--- src/rtl/vbi_pkg.sv ---
// Shared types, constants and helpers of the vector beam integrator.
// Used by every module of the block; depends on nothing.
`default_nettype none

package vbi_pkg;

	// Integrator fixed point: rates carry INT_SHIFT+1 fraction bits
	localparam int INT_SHIFT = 16;
	// |rate| <= 256 * 2^(INT_SHIFT+1), plus sign
	localparam int RATE_W    = INT_SHIFT + 10;
	// rate times an 8-bit unsigned multiplier
	localparam int PROD_W    = RATE_W + 9;

	// |delta_x - offset| * 9 stays below 2^12
	localparam int MAG_W     = 12;
	localparam int QUOT_W    = 9;
	// floor(a / 5) == (a * RECIP) >> RECIP_SH for every a below 2^MAG_W
	localparam int RECIP_SH  = 16;
	localparam int RECIP_W   = 14;
	localparam logic [RECIP_W-1:0] RECIP = RECIP_W'((2 ** RECIP_SH + 4) / 5);

	// floor(r * 2^INT_SHIFT / 5) for the remainders of the divide by five
	localparam logic [INT_SHIFT:0] FRAC1 = (INT_SHIFT+1)'((1 << INT_SHIFT) / 5);
	localparam logic [INT_SHIFT:0] FRAC2 = (INT_SHIFT+1)'((2 << INT_SHIFT) / 5);
	localparam logic [INT_SHIFT:0] FRAC3 = (INT_SHIFT+1)'((3 << INT_SHIFT) / 5);
	localparam logic [INT_SHIFT:0] FRAC4 = (INT_SHIFT+1)'((4 << INT_SHIFT) / 5);

	localparam int ADDR_W = 4;

	// register indexes (paddr[3:2])
	localparam logic [1:0] REG_CENTER_X   = 2'd0;
	localparam logic [1:0] REG_CENTER_Y   = 2'd1;
	localparam logic [1:0] REG_BEAM_COLOR = 2'd2;

	// request kinds; the fourth code is ignored
	localparam logic [1:0] RT_ZERO = 2'd0;
	localparam logic [1:0] RT_DOT  = 2'd1;
	localparam logic [1:0] RT_LINE = 2'd2;

	typedef struct packed {
		logic [1:0]        req_type;
		logic signed [7:0] offset;
		logic [7:0]        scale;
		logic signed [7:0] delta_x;
		logic signed [7:0] delta_y;
		logic [7:0]        pattern;
		logic [6:0]        brightness;
	} req_t;

	typedef struct packed {
		logic signed [31:0] point_x;
		logic signed [31:0] point_y;
		logic [2:0]         color;
		logic [7:0]         intensity;
		logic               last;
	} pnt_t;

	typedef struct packed {
		logic [30:0] center_x;
		logic [30:0] center_y;
		logic [2:0]  beam_color;
	} cfg_t;

	typedef enum logic [3:0] {
		ST_IDLE,
		ST_ZFLUSH,
		ST_ZPOINT,
		ST_DOT,
		ST_LFLUSH,
		ST_LDIV,
		ST_LRATE,
		ST_RAMP,
		ST_SMUL,
		ST_SADD
	} state_t;

	typedef enum logic [3:0] {
		OP_NONE,
		OP_LOAD,
		OP_DOT,
		OP_FLUSH,
		OP_ZERO,
		OP_DIV,
		OP_RATE,
		OP_RAMP,
		OP_MUL,
		OP_STRAIGHT
	} op_t;

	typedef struct packed {
		op_t  op;
		logic emit;
		logic last;
	} cmd_t;

	typedef struct packed {
		logic dot_pending;
		logic flush_cond;
		logic steps_zero;
		logic res;
		logic ramp_emit;
		logic ramp_end;
		logic ramp_more;
		logic emit_ok;
	} sts_t;

	function automatic logic [INT_SHIFT:0] frac_of(input logic [2:0] r);
		logic [INT_SHIFT:0] f;
		case (r)
			3'd1:    f = FRAC1;
			3'd2:    f = FRAC2;
			3'd3:    f = FRAC3;
			3'd4:    f = FRAC4;
			default: f = '0;
		endcase
		return f;
	endfunction

endpackage

`default_nettype wire

--- src/rtl/vbi_regs.sv ---
// APB-style configuration registers: beam centre and colour.
// Depends on vbi_pkg for the register indexes and the cfg_t bundle.
`default_nettype none

module vbi_regs (
	input  wire logic                        clk,
	input  wire logic                        arst_n,
	input  wire logic                        psel,
	input  wire logic                        penable,
	input  wire logic                        pwrite,
	input  wire logic [vbi_pkg::ADDR_W-1:0]  paddr,
	input  wire logic [31:0]                 pwdata,
	output logic [31:0]                      prdata,
	output logic                             pready,
	output vbi_pkg::cfg_t                    cfg
);
	import vbi_pkg::*;

	cfg_t cfg_q;
	logic wr_en;

	assign wr_en  = psel && penable && pwrite;
	assign pready = 1'b1;
	assign cfg    = cfg_q;

	always_ff @(posedge clk or negedge arst_n) begin
		if (!arst_n) begin
			cfg_q.center_x   <= '0;
			cfg_q.center_y   <= '0;
			cfg_q.beam_color <= 3'd1;
		end else if (wr_en) begin
			unique case (paddr[3:2])
				REG_CENTER_X:   cfg_q.center_x   <= pwdata[30:0];
				REG_CENTER_Y:   cfg_q.center_y   <= pwdata[30:0];
				REG_BEAM_COLOR: cfg_q.beam_color <= pwdata[2:0];
				default: ;
			endcase
		end
	end

	always_comb begin
		unique case (paddr[3:2])
			REG_CENTER_X:   prdata = {1'b0, cfg_q.center_x};
			REG_CENTER_Y:   prdata = {1'b0, cfg_q.center_y};
			REG_BEAM_COLOR: prdata = {29'd0, cfg_q.beam_color};
			default:        prdata = '0;
		endcase
	end

endmodule

`default_nettype wire

--- src/rtl/vbi_ctrl.sv ---
// Sequencing state machine (uses vbi_pkg): walks each request through
// its steps, issuing one datapath command per cycle unless stalled.
`default_nettype none

module vbi_ctrl (
	input  wire logic          clk,
	input  wire logic          arst_n,
	input  wire logic          req_valid,
	input  wire logic [1:0]    req_type,
	output logic               req_ready,
	input  vbi_pkg::sts_t      sts,
	output vbi_pkg::cmd_t      cmd
);
	import vbi_pkg::*;

	state_t state_q;
	state_t state_d;
	logic   emits;
	logic   go;

	// does the current step put a point out, and may it proceed
	always_comb begin
		unique case (state_q)
			ST_ZFLUSH: emits = sts.dot_pending;
			ST_LFLUSH: emits = sts.dot_pending && sts.flush_cond;
			ST_RAMP:   emits = sts.ramp_emit;
			ST_ZPOINT,
			ST_SADD:   emits = 1'b1;
			default:   emits = 1'b0;
		endcase
		go = !emits || sts.emit_ok;
	end

	always_comb begin
		state_d = state_q;
		unique case (state_q)
			ST_IDLE: begin
				if (req_valid) begin
					case (req_type)
						RT_ZERO: state_d = ST_ZFLUSH;
						RT_DOT:  state_d = ST_DOT;
						RT_LINE: state_d = ST_LFLUSH;
						default: state_d = ST_IDLE;
					endcase
				end
			end
			ST_ZFLUSH: if (go) state_d = ST_ZPOINT;
			ST_ZPOINT: if (go) state_d = ST_IDLE;
			ST_DOT:    state_d = ST_IDLE;
			ST_LFLUSH: if (go) state_d = ST_LDIV;
			ST_LDIV:   state_d = ST_LRATE;
			ST_LRATE: begin
				if (!sts.steps_zero)
					state_d = ST_RAMP;
				else if (sts.res)
					state_d = ST_SMUL;
				else
					state_d = ST_IDLE;
			end
			ST_RAMP: begin
				if (go && sts.ramp_end)
					state_d = sts.ramp_more ? ST_SMUL : ST_IDLE;
			end
			ST_SMUL:   state_d = ST_SADD;
			ST_SADD:   if (go) state_d = ST_IDLE;
			default:   state_d = ST_IDLE;
		endcase
	end

	always_comb begin
		req_ready = 1'b0;
		cmd.op    = OP_NONE;
		cmd.emit  = 1'b0;
		cmd.last  = 1'b0;
		unique case (state_q)
			ST_IDLE: begin
				req_ready = 1'b1;
				if (req_valid)
					cmd.op = OP_LOAD;
			end
			ST_ZFLUSH: if (go) begin
				cmd.op   = OP_FLUSH;
				cmd.emit = emits;
			end
			ST_ZPOINT: if (go) begin
				cmd.op   = OP_ZERO;
				cmd.emit = 1'b1;
				cmd.last = 1'b1;
			end
			ST_DOT:    cmd.op = OP_DOT;
			ST_LFLUSH: if (go) begin
				cmd.op   = OP_FLUSH;
				cmd.emit = emits;
				cmd.last = sts.steps_zero && !sts.res;
			end
			ST_LDIV:   cmd.op = OP_DIV;
			ST_LRATE:  cmd.op = OP_RATE;
			ST_RAMP: if (go) begin
				cmd.op   = OP_RAMP;
				cmd.emit = sts.ramp_emit;
				cmd.last = sts.ramp_end && !sts.ramp_more;
			end
			ST_SMUL:   cmd.op = OP_MUL;
			ST_SADD: if (go) begin
				cmd.op   = OP_STRAIGHT;
				cmd.emit = 1'b1;
				cmd.last = 1'b1;
			end
			default: ;
		endcase
	end

	always_ff @(posedge clk or negedge arst_n) begin
		if (!arst_n)
			state_q <= ST_IDLE;
		else
			state_q <= state_d;
	end

endmodule

`default_nettype wire

--- src/rtl/vbi_dp.sv ---
// Datapath: request register, integrators, pending dot, rate scaling,
// ramp counters, straight-segment multipliers and the point register.
// Depends on vbi_pkg; driven by commands from vbi_ctrl.
`default_nettype none

module vbi_dp (
	input  wire logic      clk,
	input  wire logic      arst_n,
	input  vbi_pkg::req_t  req_data,
	input  vbi_pkg::cfg_t  cfg,
	input  vbi_pkg::cmd_t  cmd,
	output vbi_pkg::sts_t  sts,
	output logic           pnt_valid,
	input  wire logic      pnt_ready,
	output vbi_pkg::pnt_t  pnt_data
);
	import vbi_pkg::*;

	req_t                     req_q;
	logic [31:0]              x_q;
	logic [31:0]              y_q;
	logic [31:0]              dot_x_q;
	logic [31:0]              dot_y_q;
	logic [7:0]               dot_int_q;
	logic                     pending_q;
	logic [MAG_W-1:0]         mag_q;
	logic                     neg_q;
	logic [QUOT_W-1:0]        quot_q;
	logic signed [RATE_W-1:0] xr_q;
	logic signed [RATE_W-1:0] yr_q;
	logic [7:0]               inten_q;
	logic [6:0]               steps_q;
	logic [2:0]               sh_q;
	logic signed [PROD_W-1:0] px_q;
	logic signed [PROD_W-1:0] py_q;
	pnt_t                     out_q;
	logic                     out_valid_q;

	logic signed [8:0]        dxo;
	logic signed [8:0]        dyo;
	logic [8:0]               dabs;
	logic [MAG_W-1:0]         mag_d;
	logic [MAG_W+RECIP_W-1:0] recip_prod;
	logic [MAG_W-1:0]         rem_full;
	logic [RATE_W-1:0]        rate_mag;
	logic signed [RATE_W-1:0] xr_d;
	logic signed [RATE_W-1:0] yr_d;
	logic [8:0]               bright3;
	logic signed [31:0]       off32;
	logic signed [8:0]        mult;
	logic signed [PROD_W-1:0] px_half;
	logic signed [PROD_W-1:0] py_half;
	logic [31:0]              nx;
	logic [31:0]              ny;
	logic [7:0]               em_int;
	logic                     emit_ok;

	// rate scaling: x rate = trunc((dx - offset) * 2^(S+1) * 9 / 10)
	always_comb begin
		dxo        = 9'(req_q.delta_x) - 9'(req_q.offset);
		dyo        = 9'(req_q.delta_y) + 9'(req_q.offset);
		dabs       = dxo[8] ? 9'(-dxo) : 9'(dxo);
		mag_d      = MAG_W'({dabs, 3'b000}) + MAG_W'(dabs);
		recip_prod = mag_q * RECIP;
		rem_full   = mag_q - ((MAG_W'(quot_q) << 2) + MAG_W'(quot_q));
		rate_mag   = (RATE_W'(quot_q) << INT_SHIFT) + RATE_W'(frac_of(rem_full[2:0]));
		xr_d       = neg_q ? -$signed(rate_mag) : $signed(rate_mag);
		yr_d       = RATE_W'(dyo) <<< (INT_SHIFT + 1);
		bright3    = {1'b0, req_q.brightness, 1'b0} + {2'b00, req_q.brightness};
		off32      = 32'(req_q.offset) <<< INT_SHIFT;
		mult       = $signed({1'b0, steps_q, req_q.scale[0]});
		px_half    = px_q >>> 1;
		py_half    = py_q >>> 1;
	end

	// next integrator values and intensity of the point going out
	always_comb begin
		nx     = x_q;
		ny     = y_q;
		em_int = '0;
		case (cmd.op)
			OP_FLUSH: begin
				nx     = dot_x_q;
				ny     = dot_y_q;
				em_int = dot_int_q;
			end
			OP_ZERO: begin
				nx = {1'b0, cfg.center_x} - off32;
				ny = {1'b0, cfg.center_y} + off32;
			end
			OP_RAMP: begin
				nx     = x_q + 32'(xr_q);
				ny     = y_q - 32'(yr_q);
				em_int = inten_q & {8{req_q.pattern[sh_q]}};
			end
			OP_STRAIGHT: begin
				nx     = x_q + 32'(px_half);
				ny     = y_q - 32'(py_half);
				em_int = inten_q & {8{req_q.pattern[0]}};
			end
			default: ;
		endcase
	end

	assign emit_ok = !out_valid_q || pnt_ready;

	always_comb begin
		sts.dot_pending = pending_q;
		sts.flush_cond  = !req_q.pattern[7] || (req_q.brightness == 7'd0);
		sts.steps_zero  = (req_q.scale[7:1] == 7'd0);
		sts.res         = req_q.scale[0];
		sts.ramp_end    = (sh_q == 3'd1) || (steps_q == 7'd1);
		sts.ramp_emit   = sts.ramp_end
			|| (req_q.pattern[sh_q] != req_q.pattern[sh_q - 3'd1]);
		sts.ramp_more   = (steps_q != 7'd1) || req_q.scale[0];
		sts.emit_ok     = emit_ok;
	end

	// architectural state
	always_ff @(posedge clk or negedge arst_n) begin
		if (!arst_n) begin
			x_q       <= '0;
			y_q       <= '0;
			dot_x_q   <= '0;
			dot_y_q   <= '0;
			dot_int_q <= '0;
			pending_q <= 1'b0;
		end else begin
			case (cmd.op)
				OP_DOT: begin
					dot_x_q   <= x_q;
					dot_y_q   <= y_q;
					dot_int_q <= {req_q.brightness, 1'b0};
					pending_q <= 1'b1;
				end
				OP_FLUSH: pending_q <= 1'b0;
				OP_ZERO, OP_RAMP, OP_STRAIGHT: begin
					x_q <= nx;
					y_q <= ny;
				end
				default: ;
			endcase
		end
	end

	// working registers of a request
	always_ff @(posedge clk) begin
		case (cmd.op)
			OP_LOAD: req_q <= req_data;
			OP_FLUSH: begin
				mag_q <= mag_d;
				neg_q <= dxo[8];
			end
			OP_DIV:  quot_q <= recip_prod[RECIP_SH +: QUOT_W];
			OP_RATE: begin
				xr_q    <= xr_d;
				yr_q    <= yr_d;
				inten_q <= bright3[8:1];
				steps_q <= req_q.scale[7:1];
				sh_q    <= 3'd7;
			end
			OP_RAMP: begin
				steps_q <= steps_q - 7'd1;
				sh_q    <= sh_q - 3'd1;
			end
			OP_MUL: begin
				px_q <= xr_q * mult;
				py_q <= yr_q * mult;
			end
			default: ;
		endcase
	end

	// point register: hold until taken
	always_ff @(posedge clk or negedge arst_n) begin
		if (!arst_n)
			out_valid_q <= 1'b0;
		else if (cmd.emit)
			out_valid_q <= 1'b1;
		else if (pnt_ready)
			out_valid_q <= 1'b0;
	end

	always_ff @(posedge clk) begin
		if (cmd.emit) begin
			out_q.point_x   <= nx;
			out_q.point_y   <= ny;
			out_q.color     <= cfg.beam_color;
			out_q.intensity <= em_int;
			out_q.last      <= cmd.last;
		end
	end

	assign pnt_valid = out_valid_q;
	assign pnt_data  = out_q;

endmodule

`default_nettype wire

--- src/rtl/vector_beam_integrator.sv ---
// Top level of the vector beam integrator: APB registers, sequencer and datapath.
// Depends on vbi_pkg, vbi_regs, vbi_ctrl and vbi_dp.
//
//   port group   direction  handshake              payload
//   req_*        in         req_valid / req_ready  req_data (vbi_pkg::req_t)
//   pnt_*        out        pnt_valid / pnt_ready  pnt_data (vbi_pkg::pnt_t)
//   p*           in/out     psel, penable, pready  paddr, pwdata, prdata
//
// One request at a time. A dot is held pending; a zero flushes it and emits the
// centre point; a line flushes it, may ramp the shared integrator adders one
// pattern bit per cycle unless stalled, and may end in a straight segment.
// Each point goes through one output register; a step that emits waits while
// that register is full and not being taken, so pnt_ready stalls the sequencer.
// Reset at once clears integrators, pending dot and centres, sets colour 1 and idles control.
`default_nettype none

module vector_beam_integrator (
	input  wire logic                       clk,
	input  wire logic                       arst_n,
	input  wire logic                       req_valid,
	output logic                            req_ready,
	input  vbi_pkg::req_t                   req_data,
	output logic                            pnt_valid,
	input  wire logic                       pnt_ready,
	output vbi_pkg::pnt_t                   pnt_data,
	input  wire logic                       psel,
	input  wire logic                       penable,
	input  wire logic                       pwrite,
	input  wire logic [vbi_pkg::ADDR_W-1:0] paddr,
	input  wire logic [31:0]                pwdata,
	output logic [31:0]                     prdata,
	output logic                            pready
);
	import vbi_pkg::*;

	cfg_t cfg;
	cmd_t cmd;
	sts_t sts;

	vbi_regs u_regs (
		.clk     (clk),
		.arst_n  (arst_n),
		.psel    (psel),
		.penable (penable),
		.pwrite  (pwrite),
		.paddr   (paddr),
		.pwdata  (pwdata),
		.prdata  (prdata),
		.pready  (pready),
		.cfg     (cfg)
	);

	vbi_ctrl u_ctrl (
		.clk       (clk),
		.arst_n    (arst_n),
		.req_valid (req_valid),
		.req_type  (req_data.req_type),
		.req_ready (req_ready),
		.sts       (sts),
		.cmd       (cmd)
	);

	vbi_dp u_dp (
		.clk       (clk),
		.arst_n    (arst_n),
		.req_data  (req_data),
		.cfg       (cfg),
		.cmd       (cmd),
		.sts       (sts),
		.pnt_valid (pnt_valid),
		.pnt_ready (pnt_ready),
		.pnt_data  (pnt_data)
	);

endmodule

`default_nettype wire

--- config.mk ---
export PLATFORM = sky130hd
export DESIGN_NAME = vector_beam_integrator
export DESIGN_NICKNAME = d
export VERILOG_FILES = /design/src/rtl/vbi_pkg.sv /design/src/rtl/vbi_regs.sv /design/src/rtl/vbi_ctrl.sv /design/src/rtl/vbi_dp.sv /design/src/rtl/vector_beam_integrator.sv
export SDC_FILE = /design/constraint.sdc
export NUM_CORES = 2
export LEC_CHECK = 0
export BUFFER_PORTS_ARGS = -buffer_cell sky130_fd_sc_hd__buf_2
export CORE_MARGIN = 2
export CORE_UTILIZATION = 30
export CTS_CLUSTER_DIAMETER = 40
export CTS_CLUSTER_SIZE = 30
export DETAILED_ROUTE_END_ITERATION = 8
export HOLD_SLACK_MARGIN = 0.12
export PLACE_DENSITY = 0.47
export SLEW_MARGIN = 20
export SYNTH_ARGS = -nofsm -noshare
export SYNTH_HDL_FRONTEND = slang
export SYNTH_SLANG_ARGS = --single-unit
--- constraint.sdc ---
create_clock -name clk -period 7.41 [get_ports clk]
set_clock_uncertainty 0.2 [all_clocks]
set_input_delay 0 -clock clk [delete_from_list [all_inputs] [get_ports clk]]
set_output_delay 0 -clock clk [all_outputs]
set_load 0.005 [all_outputs]
### After elaboration in Yosys (flattened, before gate mapping)

Cells that the tools add are included.

| operators by class | value |
|---|---|
| order comparisons | 2 |
| add/subtract/negate cells | 17 |
| bitwise operators | 2 |
| muxes and demuxes | 37 |
| reduce and logical (&&, ||, !) cells | 31 |
| $mul | 3 |
| equal/unequal tests | 35 |

Operators with widths:

| operator | number |
|---|---|
| $pmux 32 s4 | 2 |
| $pmux 31 s3 | 1 |
| $add 32x32->32 | 2 |
| $pmux 16 s4 | 1 |
| $sub 32x32->32 | 2 |
| $pmux 4 s10 | 1 |
| $mux 4 | 9 |
| $mul 26x9->33 | 1 |
| $add 31x32->32 | 1 |
| $eq 4x3->1 const B | 8 |
| $pmux 4 s8 | 1 |
| $sub 31x32->32 | 1 |
| $add 25x16->26 | 1 |
| $mux 26 | 1 |
| $neg 26->26 | 1 |
| $pmux 8 s3 | 1 |
| $mul 12x12->23 const B | 1 |
| $and 8x8->8 | 2 |
| $eq 4x2->1 const B | 4 |
| $eq 4x4->1 const B | 4 |
| $mul 9x9->16 | 1 |
| $logic_not 7->1 | 2 |
| $pmux 7 s2 | 1 |
| $add 12x9->12 | 1 |
| 41 further kinds | 77 |

| storage, ports and cells | value |
|---|---|
| flip-flop bits (word level) | 453 |
| logic and storage cells | 159 |
| input bits | 92 |
| output and inout bits | 111 |

### Longest topological paths before layout

| depth | value |
|---|---|
| depth after elaboration | 12 |
| depth in mapped cells | 23 |
| depth with buffers taken out | 23 |

### Cells and area by module

From an unflattened synthesis, not the netlist that was laid out.

| unflattened totals | value |
|---|---|
| cells, all modules | 3573 |
| area total of the unflattened synthesis | 36082.1 um2 |

Modules (own cells, without submodules):

| module | times used | area an instance (um2) | cells each |
|---|---|---|---|
| vbi_dp | 1 | 32378.6 | 3270 |
| vbi_regs | 1 | 3057.9 | 219 |
| vbi_ctrl | 1 | 645.6 | 84 |

### Least setup slack after synthesis

No wires, ideal clock.

| path | value |
|---|---|
| path kind | register -> register |
| from | reg u_dp.sh_q[0] |
| to | reg u_dp.out_q, in the netlist u_dp.pnt_data[0], enable pin |
| buffers on the path | 0 |
| data required time | 6.675 ns |
| path slack | 1.240 ns |
| setup time | 0.535 ns |
| cell stages (with the launch flop) | 8 |
| arrival | 5.434 ns |
| path through | edfxtp_1 inv_1 ha_1 mux4_2 mux2i_1 nor4b_1 o31a_1 a21oi_1 |

RTL lines:

| item | line | RTL |
|---|---|---|
| start, declared | vbi_dp.sv:33 | `logic [2:0] sh_q;` |
| start signal, assigned | vbi_dp.sv:164 | `sh_q <= sh_q - 3'd1;` |
| end, declared | vbi_dp.sv:36 | `pnt_t out_q;` |

### Final worst setup path

| path | value |
|---|---|
| from | reg u_dp.steps_q[3] |
| to | reg u_dp.px_q[25] (data pin) |

| on the way | value |
|---|---|
| longest elaborated chain between the ends | 1 |

Ends and longest elaborated chain:

| item | line | RTL |
|---|---|---|
| start, declared | vbi_dp.sv:32 | `logic [6:0] steps_q;` |
| start signal, assigned | vbi_dp.sv:159 | `steps_q <= req_q.scale[7:1];` |
| start signal, assigned | vbi_dp.sv:163 | `steps_q <= steps_q - 7'd1;` |
| $mul 26x9->33 | vbi_dp.sv:167 | `px_q <= xr_q * mult;` |
| end signal, assigned | vbi_dp.sv:167 |  |
| end, declared | vbi_dp.sv:34 | `logic signed [PROD_W-1:0] px_q;` |

Every way passes these cells.
A chain may end at the register's enable or synchronous reset.

==> results.env <==
SYNTH_ASYNC_SR_FLOP_SHARE=0.4629
HTREEDEPTH=3
COREAREA_SQ_UM=115700
GRT_MAX_DEGREE=78
FINAL_NET_COUNT=4346
OUTCOME='finished clean'
LAYOUT-DRIVE-GT1-SHARE=0.1431
FIRST_PASS_GRT_WIRE_LENGTH_MM=150.9
FINALWORSTPATHREQUIREDPERIOD_NS=6.383
DIE_H_MICRONS=344.7
CRITICAL-PATH-MAX-STAGE-DELAY_NS=0.96
POST-ROUTE-UTIL=0.3627
DETAIL_ROUTE.WL_PER_CELL_MICRONS=18.42
PLACE.PORT_BUFFERS=197
SYNTH.NET_COUNT=3974
FINAL-SETUP-VIOL-COUNT=0
GLOBALPLACE.CONGESTION=0.8282
FLOORPLAN.INITIALDENSITY=0.3009
CLK_TRANSITION_REPORTED_PATHS_NS=0.05
SYNTH.AVG_CELL_AREA_SQ_UM=10.49
DPL.CELL_COUNT=4965
GR-USAGE-ALL-LAYERS=0.1646
NUMBER_OF_GLOBAL_ROUTE_VIAS_BEFORE_REPAIR=25580
POST-ROUTE-DRC-COUNT=0
CLOCK_TREE_FROM_TRITONCTS='done'
FLOORPLAN.ROWS=125
CLKSINKCOUNT=445
YOSYSMOSTFREQUENTCELL='sky130_fd_sc_hd__inv_1'
CELL_CHAIN_OF_THE_CRITICAL_PATH='and2_1 -> fa_1 -> fa_1 -> inv_1 -> fa_1 -> inv_1 -> fa_1 -> ha_1 -> and2_1 -> a22oi_1 -> nand2_1 -> a221oi_2 -> o311ai_1 -> a31o_2 -> a21o_1 -> a21oi_1 -> xnor2_1'
WORST_R2R_PATH_DEPTH=17
TIMING.HOLD.WORST.CLASS='in -> reg'
FIRST_ITER_VIOLATIONS=1423
ENDPOINT_OF_THE_LOWEST_SLACK_REGISTER_TO_REGISTER_PATH='u_dp.px_q[25]'
SYNTH_TOP_FLOP_CELL='sky130_fd_sc_hd__edfxtp_1'
WORSTHOLDSTART='req_valid'
SYNTHCELLS=3319
WORST_PIN_SLEW_NS=1.011
DETAIL_ROUTE.VIAS_PER_CELL=4.736
DRT-TOTAL-WL_MM=97.21
BOUNDARYPINS=203
COMBINED_AREA_OF_ALL_SYNTHESIZED_CELLS_SQ_UM=34830
REPORT.FINAL.HOLD_VIOL_COUNT=0
CP_MOST_FREQUENT_CELL='sky130_fd_sc_hd__fa_1'
CTS-ROOT-TO-SINK-BUFFERS=3
CP_SLOWEST_CELL='sky130_fd_sc_hd__edfxtp_1'
FINAL_MIN_PERIOD_OVER_CLOCK_PERIOD=0.8614
SYNTH_COMMON_CELLS='sky130_fd_sc_hd__inv_1, sky130_fd_sc_hd__nand2_1, sky130_fd_sc_hd__ha_1'
DRV.MAX_CAP_VIOLATION_COUNT=0
HOLD_DEPTH=3
YOSYSTOPAREACELL='sky130_fd_sc_hd__edfxtp_1'
LAYOUT.FILLER_CELLS=11640
R2R-START='u_dp.steps_q[3]'
SYNTH_TOP_CELLS_BY_AREA='sky130_fd_sc_hd__edfxtp_1, sky130_fd_sc_hd__dfrtp_1, sky130_fd_sc_hd__fa_1'
NETLIST-CELL-TYPE-COUNT=86
AREA_GROWTH_SYN_TO_LAYOUT_PCT=20.53
DIE_W_MICRONS=344.7
FMAX_GHz=0.1567
CRITPATHLAUNCHTYPE='flip-flop'
ANTENNA_CELLS=0
ANT_NETS=0
NUMBER_OF_ENABLE_FLIP_FLOP_CELLS_AFTER_SYNTHESIS=239
WORST-R2R-SETUP-SLACK_NS=1.03
CTS_BUFFERS=74
SYNTHESIS_STAGE_REGISTER_BIT_COUNT=445
CLOCK_LATENCY_LATE_SINK_NS=0.67
FINAL-MAX-SLEW-VIOLATION-COUNT=0
LAYOUTNONFILLERINSTCOUNT=5276
CTS.REPAIR.RESIZED=0
SYNTH.TOP_CELL.AREA_SHARE=0.2061
FINAL_TNS_SETUP_NS=0
TIMING.HOLD.WORST_ENDPOINT='u_dp.req_q[35]'
DESIGN.DIE.AREA_SQ_UM=118800
SYNTH-WARNING-COUNT=0
TIMING.CRITICAL_PATH.FANOUT_MAX=20
CRITICAL_PATH.ENDPOINT_TYPE='flip-flop'
YS_SEQ_AREA_FRAC=0.3541
MAXSLEWHEADROOM=0.3229
ANTENNA_FOUND_INITIAL=4
DR.PASS1.ITERS=7
VIA_COUNT=24990
CLK_ROOT_BUFFER_CELL='sky130_fd_sc_hd__clkbuf_16'
CP_REQUIRED_NS=7.60
UNREPAIRED_SETUP_ENDPOINTS_AFTER_GLOBAL_ROUTING='no'
DETAILED_PLACE_HPWL_MM=73.29
CRIT_ARRIVAL_NS=6.57
OVERFLOW=0
TIMING.SETUP.CRITICAL_PATH_CLASS='reg -> reg'
[repair_timing]
action,CTS,global route
setup buffers,0,0
hold endpoints to repair,408,0
hold buffers,174,0
[final cells by class]
class                      instances  area (sq um)  share of cell area
sequential                       445         12330              0.2938
multi-input combinational       2321         20420              0.4864
tap                             1524          1907             0.04542
inverter                         440          1652             0.03934
timing repair buffer             409          3040             0.07243
clock inverter                    51         639.4             0.01523
clock buffer                      86          1989             0.04739
[cells by family (layout without fill, tap and decap cells)]
kind of cell / count (synthesis) / after routing / synth area share
multiplexers: 181 / 181 / 0.05860
other: 2 / 2 / 0.0002156
flip-flops: 445 / 445 / 0.3541
buffers and inverters: 553 / 986 / 0.06183
AND/OR/NAND/NOR: 830 / 830 / 0.1124
AO/OA/AOI/OAI: 568 / 568 / 0.1117
adder cells (fa/ha/maj): 563 / 563 / 0.2566
XOR/XNOR: 177 / 177 / 0.04451
[worst max path at each step]
stage | slack (ns) | depth (start not counted) | end | start
floorplan | 1.24 | 7 | u_dp.pnt_data[0] | u_dp.sh_q[0]
global placement | 1.12 | 17 | u_dp.px_q[25] | u_dp.steps_q[3]
detailed placement | 1.09 | 17 | u_dp.px_q[25] | u_dp.steps_q[3]
CTS | 1.05 | 17 | u_dp.px_q[25] | u_dp.steps_q[3]
global route | 0.70 | 16 | u_dp.px_q[32] | u_dp.steps_q[3]
finish | 1.03 | 17 | u_dp.px_q[25] | u_dp.steps_q[3]
[metrics by stage]
step / hold WS (ns) / cell area, sq um / setup WS [ns]
after floorplan: -0.4956 / 34830 / 1.240
after global placement: -0.1524 / 37590 / 1.119
after detailed placement: -0.1618 / 37590 / 1.089
after CTS: 0.2198 / 41980 / 1.051
after global routing: 0.2572 / 41980 / 0.7006
final: 0.2417 / 41980 / 1.027
[state kept, by name, indices dropped and copies added (netlist names), 12 cells and up]
register	cells
u_dp.y_q	32
u_dp.req_q	38
u_dp.xr_q	19
u_dp.x_q	32
u_dp.dot_y_q	32
u_dp.dot_x_q	32
u_dp.pnt_data	76
u_dp.mag_q	12
u_regs.cfg	65
u_dp.px_q	32
u_dp.py_q	16
[placed cells by master, fill, tap and decap left out, types with 14 or more instances in the layout]
cell type and instances:
sky130_fd_sc_hd__nor3_1 23, sky130_fd_sc_hd__mux2_2 140, sky130_fd_sc_hd__nor2_1 145, sky130_fd_sc_hd__nor2b_1 21, sky130_fd_sc_hd__o21a_1 28, sky130_fd_sc_hd__a22oi_1 32, sky130_fd_sc_hd__nand2_1 355, sky130_fd_sc_hd__mux2i_1 37
sky130_fd_sc_hd__edfxtp_1 239, sky130_fd_sc_hd__a21oi_1 112, sky130_fd_sc_hd__o21bai_1 24, sky130_fd_sc_hd__dfrtp_1 205, sky130_fd_sc_hd__fa_1 252, sky130_fd_sc_hd__xor2_1 53, sky130_fd_sc_hd__a31oi_1 36, sky130_fd_sc_hd__clkbuf_16 76
sky130_fd_sc_hd__a21o_1 65, sky130_fd_sc_hd__xnor2_1 124, sky130_fd_sc_hd__a221o_1 14, sky130_fd_sc_hd__buf_2 196, sky130_fd_sc_hd__a22o_1 16, sky130_fd_sc_hd__nand3_1 33, sky130_fd_sc_hd__or3_1 18, sky130_fd_sc_hd__and2_1 151
sky130_fd_sc_hd__a222oi_1 19, sky130_fd_sc_hd__and3_1 15, sky130_fd_sc_hd__buf_4 38, sky130_fd_sc_hd__ha_1 311, sky130_fd_sc_hd__inv_1 440, sky130_fd_sc_hd__o21ai_0 103, sky130_fd_sc_hd__nand2b_1 21, sky130_fd_sc_hd__a211oi_1 14
sky130_fd_sc_hd__dlygate4sd3_1 173
[worst max-delay path, delay by kind of cell (launching register included)]
family          cells  cell delay (ns)
xor+xnor            1             0.08
compound gates      6             1.72
fa+ha+maj           5             2.39
buf+inv             2             0.11
simple gates        3             0.64
flops               1             0.96
[routing by layer]
layer  vias to the layer above  GRT usage  routed length (microns)
met5                         -          0                        0
met4                         0    0.03526                     1686
met3                       101    0.02276                     3178
met2                       425     0.2670                    44980
met1                     12370     0.2334                    47360
li1                      12090          -                        -
Power is left out: the tool's default activity adds up to more than one toggle a clock period on the data nets, which glitch-free logic cannot reach.
